File: config.mk
export PLATFORM = sky130hd
export DESIGN_NAME = mfs_div
export DESIGN_NICKNAME = d
export VERILOG_FILES = /design/src/sv/matrix_factorization_sgd_update_assert.svh /design/src/sv/mfs_div.sv
export SDC_FILE = /design/constraint.sdc
export NUM_CORES = 1
export LEC_CHECK = 0
export BUFFER_PORTS_ARGS = -buffer_cell sky130_fd_sc_hd__buf_2
export CORE_MARGIN = 5
export CORE_UTILIZATION = 25
export DETAILED_ROUTE_END_ITERATION = 16
export GPL_TIMING_DRIVEN = 0
export MAX_ROUTING_LAYER = met4
export PLACE_DENSITY = 0.56
export SYNTH_ARGS = -nofsm -noshare
export SYNTH_HDL_FRONTEND = slang
export SYNTH_SLANG_ARGS = --single-unit
File: constraint.sdc
create_clock -name clk -period 5.2 [get_ports clk]
set_input_delay 0.52 -clock clk [delete_from_list [all_inputs] [get_ports clk]]
set_output_delay 0.52 -clock clk [all_outputs]
set_load 0.02 [all_outputs]
File: src/sv/matrix_factorization_sgd_update_assert.svh
// assertion macros for the factorisation update block
`ifndef MATRIX_FACTORIZATION_SGD_UPDATE_ASSERT_SVH
`define MATRIX_FACTORIZATION_SGD_UPDATE_ASSERT_SVH
`ifndef SYNTHESIS
`define MFS_ASSERT_IMP(label, clk, rst, a, c) \
  label: assert property (@(posedge clk) disable iff (rst) (a) |-> (c)) \
    else $error("assertion failed");
`define MFS_ASSERT_NXT(label, clk, rst, a, c) \
  label: assert property (@(posedge clk) disable iff (rst) (a) |=> (c)) \
    else $error("assertion failed");
`else
`define MFS_ASSERT_IMP(label, clk, rst, a, c)
`define MFS_ASSERT_NXT(label, clk, rst, a, c)
`endif
`endif

File: src/sv/mfs_div.sv
// restoring divider, one quotient bit per cycle
`default_nettype none
module mfs_div (
  input  wire logic        clk,
  input  wire logic        rst,
  input  wire logic        start,
  input  wire logic [61:0] dividend,
  input  wire logic [15:0] divisor,
  output logic             done,
  output logic [61:0]      quotient
);
  logic [61:0] q;
  logic [16:0] rem;
  logic [15:0] dv;
  logic [5:0]  cnt;
  logic        busy;
  logic [16:0] trial;
  logic [16:0] shifted;

  assign shifted = {rem[15:0], q[61]};
  assign trial = shifted - {1'b0, dv};
  assign quotient = q;

  always_ff @(posedge clk) begin
    if (rst) begin
      busy <= 1'b0;
      done <= 1'b0;
    end else begin
      done <= 1'b0;
      if (start) begin
        busy <= 1'b1;
        cnt <= 6'd61;
        q <= dividend;
        rem <= '0;
        dv <= divisor;
      end else if (busy) begin
        if (!trial[16]) begin
          rem <= trial;
          q <= {q[60:0], 1'b1};
        end else begin
          rem <= shifted;
          q <= {q[60:0], 1'b0};
        end
        if (cnt == 6'd0) begin
          busy <= 1'b0;
          done <= 1'b1;
        end
        cnt <= cnt - 6'd1;
      end
    end
  end
endmodule
`default_nettype wire

Word level (Yosys, flattened, before mapping)

Cells that the tools add are included.

Add/subtract/negate cells: 2
Mux-type cells: 10
Bitwise logic cells: 2
Reductions and logical operators: 5

Operators with widths:

| cell                | count |
|---|---|
| $mux 62             | 2 |
| $mux 16             | 2 |
| $sub 17x16->17      | 1 |
| $logic_not 6->1     | 1 |
| $mux 6              | 1 |
| $sub 6x1->6 const B | 1 |
| $mux 1              | 5 |
| $reduce_and 2->1    | 2 |
| $reduce_or 3->1     | 1 |
| $not 1->1           | 2 |
| $reduce_bool 2->1   | 1 |

Register bits after elaboration: 102
Input bits: 81
Output and inout bits: 63
Logic and storage cells: 25

Logic depth before layout (Yosys ltp)

Gate-level depths: netlist of run 1.

Depth after elaboration: 4
Mapped depth: 10
Gate-level depth less buffers: 9

Worst setup path after synthesis of run 1

No wires, ideal clock.

Kind: input to register
Start point: input start
End point: register cnt[0] (enable)
Setup time: 527 ps
Data arrival time: 4861 ps
Data required time: 4673 ps
Setup slack: -188 ps
Stages: 5
Path buffers: 3
Path through: clkbuf_1 clkbuf_1 buf_1 nor2_1 nor2_1

Word-level cells in the longest chain between the ends: 2

RTL lines:

| item                        | line          | text |
|---|---|---|
| from (decl)                 | mfs_div.sv:6  | `input wire logic start,` |
| $reduce_bool 2->1 (no line) | -             |  |
| $reduce_and 2->1 (no line)  | -             |  |
| to (signal assigned)        | mfs_div.sv:48 | `cnt <= cnt - 6'd1;` |
| to (decl)                   | mfs_div.sv:15 | `logic [5:0] cnt;` |

No other way between the ends.
A chain may end at the register's enable or synchronous reset.

Worst setup path after layout of run 1

Start point: register q[61] (netlist: quotient[61])
End point: register rem[1], data pin

Word-level cells in the longest chain between the ends: 3

RTL lines:

| item                   | line          | text |
|---|---|---|
| from (decl)            | mfs_div.sv:12 | `logic [61:0] q;` |
| from (signal assigned) | mfs_div.sv:33 | `q <= dividend;` |
| from (signal assigned) | mfs_div.sv:39 | `q <= {q[60:0], 1'b1};` |
| from (signal assigned) | mfs_div.sv:42 | `q <= {q[60:0], 1'b0};` |
| $sub 17x16->17         | mfs_div.sv:21 | `assign trial = shifted - {1'b0, dv};` |
| $mux 16                | mfs_div.sv:37 | `if (!trial[16]) begin` |
| $mux 16                | mfs_div.sv:36 | `end else if (busy) begin` |
| to (signal assigned)   | mfs_div.sv:38 | `rem <= trial;` |
| to (signal assigned)   | mfs_div.sv:41 | `rem <= shifted;` |
| to (decl)              | mfs_div.sv:13 | `logic [16:0] rem;` |

No other way between the ends. The select of a mux whose other input is x is not followed.

==> impl_metrics.tcl, run 1 <==
set metrics [dict create \
    outcome "finished clean" \
    combPwrFrac 0.229 \
    switchingPower_w 0.000621 \
    clock-sinks 102 \
    whs_ns 0.344 \
    via_count 3650 \
    timing.final.crit_share 0.570 \
    synthArstFlopShare 0 \
    postSynthAreaPerCell_um2 13.5 \
    p_seq_frac 0.460 \
    rsz0062_at_grt "false" \
    cp-end-kind "flop" \
    skew_ns 0.00754 \
    gp_routability_congestion 0.813 \
    drt-initial-drc-count 148 \
    cts_resized 0 \
    yosys-top-cells-area "edfxtp_1, mux2_2, ha_1" \
    finalWorstPathRequiredPeriod_ns 2.96 \
    fp.dieW_um 154 \
    p_leak_nw 2.66 \
    maxCapViolations 0 \
    criticalPathCategory "reg2reg" \
    p_sw_frac 0.280 \
    post-route-util 0.324 \
    place_ws_ns 1.74 \
    syn_nets 485 \
    p_per_area_mw_per_mm2 336 \
    diodes 0 \
    cp_data_required_time_ns 5.30 \
    via_per_inst 4.47 \
    path_clk_slew_ns 0.07 \
    multi_input_area_mm2 0.00202 \
    cpLargestDelayFamily "compound AO/OA/AOI/OAI gates" \
    cts-root-buf "clkbuf_16" \
    grt_pass1_vias 3907 \
    r2r_end "rem[1]$_SDFFCE_PP0P_" \
    cts_buffer_depth 2 \
    synthTopCellsByCount "edfxtp_1, mux2_2, nand2_1, inv_1" \
    dr.pass1.iters 4 \
    worst-path-buf-inv 1 \
    crit_path_end "rem[1]$_SDFFCE_PP0P_" \
    hold_buffers 0 \
    setup_violations 0 \
    final-hold-violation-count 0 \
    reg2reg_depth 9 \
    cp.arrival_ns 3.06 \
    ys_warn_count 0 \
    yosysSeqAreaShare 0.586 \
    slew_headroom 0.407 \
    hpwlAfterDp_um 9160 \
    crit_path_max_fanout 7 \
    post-cts-setup-buffer-count 0 \
    r2r_slack_ns 2.24 \
    synth_area_mm2 0.00519 \
    portBuffers 142 \
    die-area_mm2 0.0237 \
    grt_max_degree 35 \
    cp_cell_sequence "inv_1 > ha_1 > fa_1 > nand2b_1 > a21o_2 > a31oi_4 > a221o_2 > xor2_1 > mux2_2" \
    drc 0 \
    internal-power_w 0.00159 \
    antenna_found_initial 0 \
    die_h_um 154 \
    core_mm2 0.0204 \
    cts_made_buffers 9 \
    wire_per_inst_um 14.9 \
    fin_nets 641 \
    worstMarginPinSlew_ns 0.887 \
    drtAntennaViolNets 0 \
    setup.worst_path.start_class "flop" \
    postSynthCellCount 385 \
    synth-seq-cells 102 \
    initial_utilization 0.255 \
    clock_latency_ns 0.35 \
    cpMaxStageDelayCell "fa_1" \
    min_path_type "in2reg" \
    fp-row-count 52 \
    r2r-start "quotient[61]$_DFFE_PP_" \
    drive_above_1_share 0.430 \
    synth_ff_type "edfxtp_1" \
    cts_tree "built" \
    synth_most_common_cell "edfxtp_1" \
    drt_wl_total_um 12100 \
    area_growth_pct 27.1 \
    synth-edff-count 100 \
    seqCellArea_mm2 0.00304 \
    synth_top_area_frac 0.579 \
    grt_pass1_wl_um 19200 \
    grt_usage 0.103 \
    gr-total-overflow 0 \
    ys_types 48 \
    peakVddDrop_v 0.000209 \
    fillCellCount 2055 \
    cp.depth 9 \
    yosys.area.top_type "edfxtp_1" \
    htree_levels 3 \
    finalSetupTns_ns 0 \
    power_frac_clock 0.311 \
    critPathLaunch "quotient[61]$_DFFE_PP_" \
    slew_violations 0 \
    setup_ws_ns 2.24 \
    slowest_delay_ns 0.39 \
    io_pins 144 \
    max_freq_ghz 0.338 \
]
worst min-delay path by stage:
stage	start	to	slack (ns)	cells past startpoint
finish	divisor[7]	dv[7]$_DFFE_PP_	0.34	1
global route	divisor[9]	dv[9]$_DFFE_PP_	0.32	1
CTS	divisor[8]	dv[8]$_DFFE_PP_	0.32	1
detailed placement	busy$_SDFF_PP0_	done$_SDFF_PP0_	0.47	1
global placement	busy$_SDFF_PP0_	done$_SDFF_PP0_	0.48	1
floorplan	busy$_SDFF_PP0_	done$_SDFF_PP0_	0.45	1
power by group through the flow:
stage | Combinational [W] | Clock (W) | Sequential, W
2_1_floorplan | 0.000323 | 0 | 0.00107
3_3_place_gp | 0.000494 | 0 | 0.00104
3_5_place_dp | 0.000509 | 0 | 0.00104
4_1_cts | 0.000512 | 0.000721 | 0.00102
5_1_grt | 0.000558 | 0.000742 | 0.00103
6_report | 0.000506 | 0.000689 | 0.00102
cell type report:
class / instances / area share
clock inverter: 5 / 0.0100
sequential: 102 / 0.461
tap: 270 / 0.0512
multi-input combinational: 250 / 0.306
clock buffer: 11 / 0.0353
timing repair buffer: 145 / 0.115
inverter: 20 / 0.0114
buffer: 13 / 0.00910
metrics by stage:
| stage | total power, W | cell area, um2 | std cells |
|---|---|---|---|
| after floorplan | 0.00140 | 5190 | 385 |
| after global placement | 0.00153 | 6240 | 797 |
| after detailed placement | 0.00155 | 6300 | 800 |
| after CTS | 0.00225 | 6600 | 816 |
| after global routing | 0.00233 | 6600 | 816 |
| final | 0.00221 | 6600 | 816 |
state kept, by name, summed over array words and instances (netlist names):
name / flops
rem: 16
busy: 1
quotient: 62
dv: 16
cnt: 6
done: 1
cell families after synthesis:
group	count (synthesis)	synth area share
buffers and inverters	33	0.0260
xor gates and xnor gates	10	0.0205
muxes	78	0.166
adders and majority gates	19	0.0473
AOI/OAI and AO/OA	59	0.0764
DFF	102	0.586
and+or+nand+nor	84	0.0774
cell usage in the layout, fill, tap and decap left out, drive strengths merged, types with 2 or more instances in the layout:
cell and instances:
buf 152, edfxtp 100, mux2 65, nand2 31
inv 22, a21oi 19, ha 18, nor2 18
clkbuf 17, mux2i 13, o21ai 11, xnor2 7
a21o 7, nand3 6, a211oi 5, and3 5
nor3 4, o21a 4, or3 4, nand2b 3
nand4 3, nor2b 3, xor2 3, o211ai 2
and2 2, dfxtp 2, a31oi 2
per-layer routing:
metal	vias up	share of wire	global-route usage
met4	0	0.015	0.0315
li1	1753	-	-
met1	1752	0.46	0.127
met3	14	0.065	0.0315
met2	131	0.46	0.161
met5	-	0	-
worst register-to-register path, stage by stage (launching register included):
cell	delay (ns)
edfxtp_1	0.35
inv_1	0.06
ha_1	0.22
fa_1	0.39
nand2b_1	0.20
a21o_2	0.24
a31oi_4	0.27
a221o_2	0.28
xor2_1	0.30
mux2_2	0.39
Note: power is estimated with default switching activity, not from simulation.
==> run 2, diff against run 1 <==
==> constraint.sdc (replaced) <==
create_clock -name clk -period 2.65 [get_ports clk]
set_input_delay 0.265 -clock clk [delete_from_list [all_inputs] [get_ports clk]]
set_output_delay 0.265 -clock clk [all_outputs]
set_load 0.02 [all_outputs]
==> run 2 against run 1 <==
Compared with the run above:
- fmax rose by 16%
- cell area rose by 2.5%
- largest cell class unchanged
- power rose by 100%
- sequential power rose by 96%
- hold slack got worse by 0.26 ns
- cell count rose by 1.3%
==> impl_metrics.tcl, run 2 (synthesis results as in run 1) <==
set metrics [dict create \
    outcome "finished clean" \
    r2r_end "rem[7]$_SDFFCE_PP0P_" \
    min_path_type "in2reg" \
    cts_buffer_depth 2 \
    grt_usage 0.107 \
    cp.arrival_ns 2.66 \
    slew_headroom 0.469 \
    via_per_inst 4.47 \
    largest_reg_flops 62 \
    die-area_mm2 0.0237 \
    setup_ws_ns 0.0942 \
    place_ws_ns -0.182 \
    fin_nets 652 \
    die_h_um 154 \
    grt_pass1_wl_um 20000 \
    hpwlAfterDp_um 9350 \
    antenna_found_initial 0 \
    hold_buffers 0 \
    mostFrequentLayoutCells "buf_2, edfxtp_1, mux2_2" \
    gr-total-overflow 0 \
    clock-sinks 102 \
    diodes 0 \
    area_growth_pct 30.4 \
    grt_max_degree 32 \
    core_mm2 0.0204 \
    wire_per_inst_um 15.0 \
    r2r_slack_ns 0.09 \
    grt_pass1_vias 4049 \
    cp-end-kind "flop" \
    criticalPathCategory "reg2reg" \
    cts-root-buf "clkbuf_16" \
    r2r-start "dv[0]$_DFFE_PP_" \
    reg2reg_depth 9 \
    place_area_mm2 0.00634 \
    p_per_area_mw_per_mm2 661 \
    max_freq_ghz 0.391 \
    final_area_mm2 0.00677 \
    cts_made_buffers 9 \
    cp_data_required_time_ns 2.75 \
    worstMarginPinSlew_ns 0.794 \
    initial_utilization 0.255 \
    finalWorstPathRequiredPeriod_ns 2.56 \
    gp_routability_congestion 0.816 \
    critPathLaunch "dv[0]$_DFFE_PP_" \
    dp_cells 800 \
    clock_latency_ns 0.35 \
    crit_path_max_fanout 5 \
    cts_tree "built" \
    peakVddDrop_v 0.000317 \
    setup.worst_path.start_class "flop" \
    htree_levels 3 \
    timing.final.crit_share 0.964 \
    whs_ns 0.0883 \
    layout.cells.non_filler 827 \
    rsz0062_at_grt "false" \
    dr.pass1.iters 4 \
    fp-row-count 52 \
    path_clk_slew_ns 0.07 \
    drt-initial-drc-count 168 \
    final-hold-violation-count 0 \
    fp.dieW_um 154 \
    fillCellCount 2056 \
    drtAntennaViolNets 0 \
    finalSetupTns_ns 0 \
    via_count 3694 \
    io_pins 144 \
    drive_above_1_share 0.461 \
    min_delay_path_depth 1 \
    p_leak_nw 2.75 \
    skew_ns 0.00883 \
    slew_violations 0 \
    portBuffers 142 \
    drt_wl_total_um 12400 \
    final_common_cell "buf_2" \
    maxCapViolations 0 \
    setup_violations 0 \
    crit_path_end "rem[7]$_SDFFCE_PP0P_" \
    drc 0 \
]
run 2: cell count changes in the layout (fill, tap and decap cells not counted), sizes merged:
cell	change
buf	+11
clkinv	+1
inv	-1
run 2: cell type report:
| class | count | area [um2] | area share |
|---|---|---|---|
| plain buffers | 13 | 67.6 | 0.00999 |
| clock buffers | 11 | 253 | 0.0374 |
| repair buffers | 156 | 861 | 0.127 |
| flip-flops and latches | 102 | 3040 | 0.450 |
| clock inverters | 5 | 56.3 | 0.00832 |
| well taps | 270 | 338 | 0.0499 |
| multi-input cells | 250 | 2070 | 0.306 |
| inverters | 20 | 75.1 | 0.0111 |
run 2: how the worst min path moves through the flow:
stage                startpoint          endpoint  slack [ns]
finish              divisor[11]  dv[11]$_DFFE_PP_        0.09
global route         divisor[0]   dv[0]$_DFFE_PP_        0.07
CTS                  divisor[8]   dv[8]$_DFFE_PP_        0.07
detailed placement   divisor[8]   dv[8]$_DFFE_PP_        0.44
global placement     divisor[7]   dv[7]$_DFFE_PP_        0.45
floorplan                   rst   busy$_SDFF_PP0_        0.34
run 2: timing repair:
action	4_1_cts	5_1_grt
setup endpoints to repair	14	16
pin swaps	3	2
gates cloned	0	0
setup buffers	5	6
gates resized for setup	1	5
run 2: metal layers:
metal,vias to the layer above,global-route usage,share of wire
met2,108,0.172,0.48
met5,-,-,0
met3,15,0.0340,0.059
met4,0,0.0315,0.015
li1,1777,-,-
met1,1794,0.128,0.45
run 2: critical path, stage by stage, from the launching register on:
cell and delay (ns):
edfxtp_1 0.42, ha_4 0.19, fa_2 0.34, nand2b_4 0.15
a21o_4 0.21, a31oi_4 0.16, a221o_2 0.26, xnor2_4 0.14
buf_12 0.14, mux2_4 0.29
run 2: metrics by stage:
stage / power (W) / util
floorplan: 0.00276 / -
global placement: 0.00302 / 0.308
detailed placement: 0.00306 / 0.311
CTS: 0.00451 / 0.329
global route: 0.00471 / 0.332
finish: 0.00447 / 0.332
run 2: power by group:
part | switching, W | internal [W] | total, W | leakage [nW]
Combinational | 0.000570 | 0.000517 | 0.00109 | 1.63
Clock | 0.000601 | 0.000785 | 0.00139 | 0.152
Sequential | 0.0000610 | 0.00194 | 0.00200 | 0.965
Total | 0.00123 | 0.00324 | 0.00447 | 2.75
==> run 3, diff against run 2 <==
--- a/config.mk
+++ b/config.mk
@@ -10,7 +10,6 @@
 export CORE_UTILIZATION = 25
 export DETAILED_ROUTE_END_ITERATION = 16
 export GPL_TIMING_DRIVEN = 0
-export MAX_ROUTING_LAYER = met4
 export PLACE_DENSITY = 0.56
 export SYNTH_ARGS = -nofsm -noshare
 export SYNTH_HDL_FRONTEND = slang
==> constraint.sdc (replaced) <==
create_clock -name clk -period 2.65 [get_ports clk]
set_input_delay 0.3975 -clock clk [delete_from_list [all_inputs] [get_ports clk]]
set_output_delay 0.3975 -clock clk [all_outputs]
set_load 0.02 [all_outputs]
==> run 3 against run 2 <==
Compared with the run above:
- global-route usage down 0.27 points
- core utilization up 0.15 points
- clock skew up 0.0019 ns
- sequential cell count unchanged
- register-to-register slack worse by 0.05 ns
- cell area up 0.46%
- wire length up 1.4%
- via count up 0.46%
==> impl_metrics.tcl, run 3 (synthesis results as in run 1) <==
set metrics [dict create \
    outcome "finished clean" \
    peakVddDrop_v 0.000316 \
    skew_ns 0.0108 \
    drt-initial-drc-count 215 \
    cts_buffer_depth 2 \
    final-hold-violation-count 0 \
    place_ws_ns -0.197 \
    gp_routability_congestion 0.821 \
    mostFrequentLayoutCells "buf_2, edfxtp_1, mux2_2" \
    p_per_area_mw_per_mm2 653 \
    dp_cells 801 \
    via_count 3711 \
    fin_nets 653 \
    clock_latency_ns 0.35 \
    min_path_type "in2reg" \
    dr.pass1.iters 4 \
    grt_usage 0.104 \
    layout.cells.non_filler 827 \
    min_delay_path_depth 1 \
    fp.dieW_um 154 \
    via_per_inst 4.49 \
    grt_pass1_vias 3896 \
    drt_wl_total_um 12600 \
    area_growth_pct 31.0 \
    rsz0062_at_grt "true" \
    drtAntennaViolNets 0 \
    wire_per_inst_um 15.2 \
    diodes 0 \
    maxCapViolations 0 \
    criticalPathCategory "reg2reg" \
    io_pins 144 \
    gr-total-overflow 0 \
    finalWorstPathRequiredPeriod_ns 2.60 \
    die_h_um 154 \
    cp.arrival_ns 2.71 \
    max_freq_ghz 0.384 \
    antenna_found_initial 3 \
    hpwlAfterDp_um 9390 \
    final_common_cell "buf_2" \
    setup_ws_ns 0.0480 \
    timing.final.crit_share 0.982 \
    slew_headroom 0.590 \
    cp_data_required_time_ns 2.76 \
    cp-end-kind "flop" \
    initial_utilization 0.255 \
    slew_violations 0 \
    setup.worst_path.start_class "flop" \
    grt_pass1_wl_um 19900 \
    drc 0 \
    drive_above_1_share 0.456 \
    finalSetupTns_ns 0 \
    cts_tree "built" \
    largest_reg_flops 62 \
    cts_made_buffers 9 \
    p_leak_nw 2.76 \
    setup_violations 0 \
    grt_max_degree 29 \
    die-area_mm2 0.0237 \
    worstMarginPinSlew_ns 0.614 \
    path_clk_slew_ns 0.07 \
    core_mm2 0.0204 \
    portBuffers 142 \
    crit_path_max_fanout 6 \
    cts-root-buf "clkbuf_16" \
    reg2reg_depth 10 \
    clock-sinks 102 \
    htree_levels 3 \
    fp-row-count 52 \
]
[run 3: cell types whose count changed in the layout (fill, tap and decap cells not counted), moves of 2 or more]
cell / change
buf_16: +2
clkbuf_8: -2
mux2_2: -2
mux2_4: +2
[run 3: worst max-delay path, stage by stage (launching register included)]
cell	delay [ns]
edfxtp_1	0.39
inv_2	0.07
ha_4	0.16
fa_2	0.35
nand2b_4	0.16
a21o_4	0.22
a31oi_4	0.16
a221o_2	0.26
xnor2_4	0.14
buf_12	0.15
mux2_4	0.29
[run 3: final timing paths]
check                                            start                    to  slack [ns]
worst max-delay path            quotient[61]$_DFFE_PP_  rem[7]$_SDFFCE_PP0P_        0.05
worst min register to register         busy$_SDFF_PP0_       done$_SDFF_PP0_        0.49
worst max register to register  quotient[61]$_DFFE_PP_  rem[7]$_SDFFCE_PP0P_        0.05
worst min-delay path                        divisor[2]       dv[2]$_DFFE_PP_        0.22
[run 3: per-layer routing]
layer  vias up  global-route usage  wire (um)
met2       119               0.173       6040
met5         -                   0         34
met4         6              0.0311        221
li1       1786                   -          -
met1      1773               0.127       5450
met3        27              0.0368        851
[run 3: cell type report]
class / count / area, um2
Fill cell: 2019 / 13600
Sequential cell: 102 / 3040
Multi-Input combinational cell: 250 / 2080
Timing Repair Buffer: 157 / 913
Tap cell: 270 / 338
Clock buffer: 10 / 229
Inverter: 20 / 75.1
Buffer: 13 / 72.6
Clock inverter: 5 / 51.3
[run 3: power by group]
part           internal [W]  switching, W
clock              0.000721      0.000579
sequential          0.00194     0.0000613
combinational      0.000549      0.000587
[run 3: stage by stage]
step / area, um2 / utilization / total power (W) / hold WS [ns]
floorplan: 5240 / - / 0.00276 / 0.454
global placement: 6290 / 0.309 / 0.00302 / 0.472
detailed placement: 6380 / 0.313 / 0.00306 / 0.485
CTS: 6740 / 0.331 / 0.00444 / 0.202
global route: 6800 / 0.334 / 0.00467 / 0.197
finish: 6800 / 0.334 / 0.00444 / 0.218
[run 3: repair_timing]
action	4_1_cts	5_1_grt
setup endpoints to repair	16	15
setup buffers	7	3
hold buffers	0	0
cloned	0	1
gates resized for setup	3	4
pin swaps	3	2
